**config.mk**
```make
export PLATFORM = sky130hd
export DESIGN_NAME = mosa_ctrl
export DESIGN_NICKNAME = d
export VERILOG_FILES = /design/src/rtl/core/mosa_pkg.sv /design/src/rtl/core/mosa_ctrl.sv
export VERILOG_INCLUDE_DIRS = /design/src /design/src/rtl/core
export SDC_FILE = /design/constraint.sdc
export NUM_CORES = 1
export LEC_CHECK = 0
export BUFFER_PORTS_ARGS = -buffer_cell sky130_fd_sc_hd__buf_2
export CORE_AREA = 2 2 39 41
export CTS_CLUSTER_DIAMETER = 30
export DETAILED_ROUTE_END_ITERATION = 7
export DIE_AREA = 0 0 41 43
export GPL_TIMING_DRIVEN = 1
export SLEW_MARGIN = 20
export SYNTH_ARGS = -nofsm -noshare
export SYNTH_HDL_FRONTEND = slang
export SYNTH_SLANG_ARGS = --single-unit
```
**constraint.sdc**
```tcl
create_clock -name clk_i -period 1 [get_ports clk_i]
set_clock_uncertainty 0.1 [all_clocks]
set_input_delay 0.3 -clock clk_i [delete_from_list [all_inputs] [get_ports clk_i]]
set_output_delay 0.3 -clock clk_i [all_outputs]
set_load 0.005 [all_outputs]
```
**src/rtl/core/median_of_two_sorted_arrays_unit_defines.svh**
```systemverilog
// Assertion macros shared by the median unit's RTL files.
// Depends on nothing; the using module provides clk_i and rst_ni.
`ifndef MEDIAN_OF_TWO_SORTED_ARRAYS_UNIT_DEFINES_SVH
`define MEDIAN_OF_TWO_SORTED_ARRAYS_UNIT_DEFINES_SVH

// Clocked check, off while reset is asserted.
`define MOSA_ASSERT(name, prop, msg) \
  name: assert property (@(posedge clk_i) disable iff (!rst_ni) (prop)) else $error(msg);

// Clocked check that also holds through reset.
`define MOSA_ASSERT_ALWAYS(name, prop, msg) \
  name: assert property (@(posedge clk_i) (prop)) else $error(msg);

`endif

```
**src/rtl/core/mosa_pkg.sv**
```systemverilog
// Types, codes and sizes shared by the median unit's controller, datapath and top level.
// Depends on nothing.
package mosa_pkg;

  localparam int unsigned DEPTH  = 256;
  localparam int unsigned CNT_W  = $clog2(DEPTH + 1);
  localparam int unsigned ADDR_W = (DEPTH > 1) ? $clog2(DEPTH) : 1;
  localparam int unsigned TOT_W  = CNT_W + 1;

  typedef enum logic [1:0] {
    KIND_PUSH_FIRST  = 2'd0,
    KIND_PUSH_SECOND = 2'd1,
    KIND_COMPUTE     = 2'd2
  } kind_e;

  typedef enum logic [1:0] {
    STATUS_OK      = 2'd0,
    STATUS_EMPTY   = 2'd1,
    STATUS_DROPPED = 2'd2
  } status_e;

  typedef enum logic {
    ST_IDLE,
    ST_WALK
  } state_e;

  typedef struct packed {
    logic [1:0]         kind;
    logic signed [31:0] value;
  } item_t;

  typedef struct packed {
    logic signed [32:0] median_doubled;
    logic [1:0]         status;
  } result_t;

  // Controller to datapath.
  typedef struct packed {
    logic push_first;
    logic push_second;
    logic load;
    logic step;
    logic finish;
  } cmd_t;

  // Datapath to controller.
  typedef struct packed {
    logic dropped;
    logic empty;
    logic last_step;
  } stat_t;

endpackage

```
**src/rtl/core/mosa_ctrl.sv**
```systemverilog
// Controller of the median unit: decodes transactions and sequences the merge walk.
// Depends on mosa_pkg and the shared assertion macros.
`include "median_of_two_sorted_arrays_unit_defines.svh"

module mosa_ctrl import mosa_pkg::*; (
  input  logic       clk_i,
  input  logic       rst_ni,
  input  logic       start,
  input  logic [1:0] kind_i,
  input  stat_t      stat_i,
  output logic       busy,
  output cmd_t       cmd_o
);

  state_e state_q, state_d;

  always_ff @(posedge clk_i or negedge rst_ni) begin
    if (!rst_ni) begin
      state_q <= ST_IDLE;
    end else begin
      state_q <= state_d;
    end
  end

  always_comb begin
    state_d = state_q;
    cmd_o   = '0;
    busy    = 1'b0;
    unique case (state_q)
      ST_IDLE: begin
        if (start) begin
          unique case (kind_i)
            KIND_PUSH_FIRST:  cmd_o.push_first  = 1'b1;
            KIND_PUSH_SECOND: cmd_o.push_second = 1'b1;
            KIND_COMPUTE: begin
              // report at once when there is nothing to walk
              if (stat_i.dropped || stat_i.empty) begin
                cmd_o.finish = 1'b1;
              end else begin
                cmd_o.load = 1'b1;
                state_d    = ST_WALK;
              end
            end
            default: ;
          endcase
        end
      end
      ST_WALK: begin
        busy       = 1'b1;
        cmd_o.step = 1'b1;
        if (stat_i.last_step) begin
          cmd_o.finish = 1'b1;
          state_d      = ST_IDLE;
        end
      end
      default: state_d = ST_IDLE;
    endcase
  end

  `MOSA_ASSERT(a_walk_has_data, (state_q == ST_WALK) |-> (!stat_i.empty && !stat_i.dropped), "walk started without data")
  `MOSA_ASSERT(a_one_command, $onehot0({cmd_o.push_first, cmd_o.push_second, cmd_o.load, cmd_o.step}), "conflicting commands")
  `MOSA_ASSERT(a_finish_idles, cmd_o.finish |=> (state_q == ST_IDLE), "finish did not return to idle")

endmodule

```
# == Yosys cells after proc, flatten, opt, wreduce, memory -nomap -nowiden ==
# Index checks and enable logic that the tools add are counted.
# word_totals
in_bits,8
regBits,1
memories,0
latch_bits,0
mem_bits_ro,0
ram_bits,0
word_cells,21
output_inout_bits,6
# op_classes
muxes,15
n_mul,0
order_cmp,0
n_div,0
n_bitwise,1
reduce_logical,2
addsub,0
n_eq_ne,2
n_shift,0
# op_table
op,n
$mux 1,11
$mux 3,2
$pmux 1 s2,2
$eq 2x1->1 const B,1
$eq 2x2->1 const B,1
$logic_not 2->1,1
$logic_or 1x1->1,1
$not 1->1,1

# == Longest topological paths before layout ==
# logic_depth
ltp_word,5
ltp_mapped,2
depth_no_buf,2

# == Least setup slack after synthesis ==
# OpenSTA, ideal clock, no wires.
# synth_timing
path_type,reg-to-output
startpoint,reg state_q
endpoint,out cmd_o[3] (netlist bit)
t_required_ns,0.600
path_slack_ns,-0.197
arrival_ns,0.797
stages_incl_launch_ff,3
path_cell_list,dfrtp_1 > nand2b_4 > nor3b_1
# synth_rtl
item,line,rtl
"start, declared",mosa_ctrl.sv:15,"state_e state_q, state_d;"
"start signal, assigned",mosa_ctrl.sv:21,state_q <= state_d;
"end, declared",mosa_ctrl.sv:12,output cmd_t cmd_o

==> impl_metrics.yaml <==
setup_path:
  crit_path_end: "cmd_o[0]"
  cp_top_family: "buffers and inverters"
  reg2regPathDepth: 3
  cp_data_required_time_ps: 600
  endpoint_kind: "output pin"
  crit_path_top_delay_cell: "a211oi_2"
  cp-start-kind: "primary input"
  crit_path_max_incr_delay_ps: 200
  r2r_end: "state_q"
  worstSetupPathType: "primary input to output pin"
  cp.depth: 4
  startpoint: "kind_i[0]"
  worstPathArrival_ps: 920
  critPathBufInv: 2
  r2r_slack_ps: -80
  cp_cell_sequence: "buf_6, nand3b_1, a211oi_2, buf_2"
  cp_max_fo: 3
  r2r_start: "state_q"
drt:
  routed_wl_um: 422
  dr_total_vias: 185
  first_iter_violations: 0
  route.detailed.drc: 0
  ant_nets: 0
  dr.pass1.iters: 1
  via_per_inst: 3.700
  wl_per_cell_um: 8.440
power:
  cellPowerDensity_nw_per_um2: 391.4
  ir_drop_mv: 0.1354
  total_power_uw: 141.0
  cellLeakagePower_uw: 0.0001603
place:
  portBuffers: 13
  placed_cells: 47
  gp_congestion: 0.7018
run:
  cap_violations: 0
clocking:
  clk_latency_ps: 0
  path_clk_slew_ps: 0
floorplan:
  die_h_um: 43
  start_util_pct: 9.403
  fp-row-count: 14
  ios: 14
  die_area_um2: 1763
  fp.dieW_um: 41
  core_um2: 1384
synth:
  async_flop_share_pct: 100.0
  synth_cells: 13
  yosys.area.top_type_share_pct: 19.23
  syn_area_per_cell_um2: 10.01
  synthFlopType: "dfrtp_1"
  synth_area_um2: 130.1
  ys_seq_area_share_pct: 19.23
  synth_most_common_cell: "nor3_1"
  ys_warn_count: 0
  synth-edff-count: 0
  synth_fp_nets: 21
  synth_seq_cells: 1
  synth_top_cell_by_area: "dfrtp_1"
  yosys-top-cells-area: "dfrtp_1, nand2b_4, nor2b_4, a211oi_2, nor4_2"
  ys_types: 12
sta:
  rsz0062_at_grt: "yes"
  slew_headroom_pct: 87.26
  setup_viol: 7
  period_needed_ps: 1324
  max_clock_freq_mhz: 755.1
  period_share_pct: 132.4
  drv_slew: 0
  worstMarginPinSlew_ps: 190.0
  final_hold_viol_count: 0
  layout_setup_ws_ps: -324.3
layout:
  final_cells: 50
  num-nets-final: 44
  fillCellCount: 148
  drive_above_1_share_pct: 91.18
  n_antenna_cell: 0
  seq_area_um2: 26.28
  top_regs: "state_q x1"
  multi_input_area_um2: 135.1
  largest_register: "state_q"
  syn_to_final_growth_pct: 176.9
  largest_reg_flops: 1
global_route:
  antenna_found_initial: 0
  grt-ovfl-total: 0
  first_global_vias: 181
  track_usage_pct: 4.705
  grt_max_degree: 6
  grt_pass1_wl_um: 627
min_path:
  hold_class: "primary input to asynchronous set/reset pin"
status:
  outcome: "finished, violations left"
  violations: "setup timing"
area by class of cell:
class | count | share of cell area [%]
Timing Repair Buffer | 22 | 48.61
Multi-Input combinational cell | 10 | 37.50
Inverter | 1 | 1.042
Sequential cell | 1 | 7.292
Tap cell | 16 | 5.556
worst min-delay path by stage:
stage                     endpoint  slack [ps]
after floorplan            state_q        -100
after global placement     state_q         -30
after detailed placement   state_q         -20
after CTS                  state_q         510
after global routing       state_q         520
final                      state_q         520
per-stage QoR:
stage | setup WS (ps) | utilization (%) | cell area (um^2) | hold WS (ps) | setup TNS (ps)
finish | -324.3 | 26.04 | 360.3 | 516.6 | -1445
global route | -345.4 | 26.04 | 360.3 | 524.7 | -1685
CTS | -317.8 | 23.87 | 330.3 | 509.7 | -1379
global placement | -373.8 | 19.98 | 276.5 | -25.66 | -1507
floorplan | -187.1 | - | 153.9 | -95.59 | -665.2
detailed placement | -369.9 | 19.98 | 276.5 | -24.39 | -1549
layout by cell type (no fill, tap or decap), drive strengths merged:
cell / instances
dfrtp: 1
nor3: 2
nor4: 1
nor2b: 1
o2bb2a: 1
inv: 1
nand3b: 1
a211oi: 1
nand2b: 2
nor3b: 1
buf: 21
dlygate4sd3: 1
repair_timing:
item,in CTS,in global routing
setup buffers,3,2
hold buffers,1,0
setup endpoints to repair,7,7
gates resized for setup,7,6
pin swaps,4,2
endpoints found under the hold margin,1,0
power breakdown:
| part | internal [uW] | switching, uW | total [uW] |
|---|---|---|---|
| Clock | 0 | 0 | 0 |
| Combinational | 59.8 | 37.0 | 96.8 |
| Sequential | 42.5 | 1.73 | 44.2 |
kinds of logic (layout without fill, tap and decap cells):
family,count (synthesis),after routing,share of synthesized area [%]
buf+inv,2,23,8.653
flops,1,1,19.23
compound gates,2,2,17.31
simple gates,8,8,54.81
layer usage:
| metal | track usage [%] | part of all wire, % | vias to the layer above |
|---|---|---|---|
| met5 | 0 | 0 | - |
| met4 | 0 | 0 | 0 |
| met3 | 0 | 12 | 0 |
| met2 | 8.750 | 45 | 10 |
| met1 | 6.051 | 42 | 85 |
| li1 | - | - | 90 |
(Power assumes the default switching activity.)
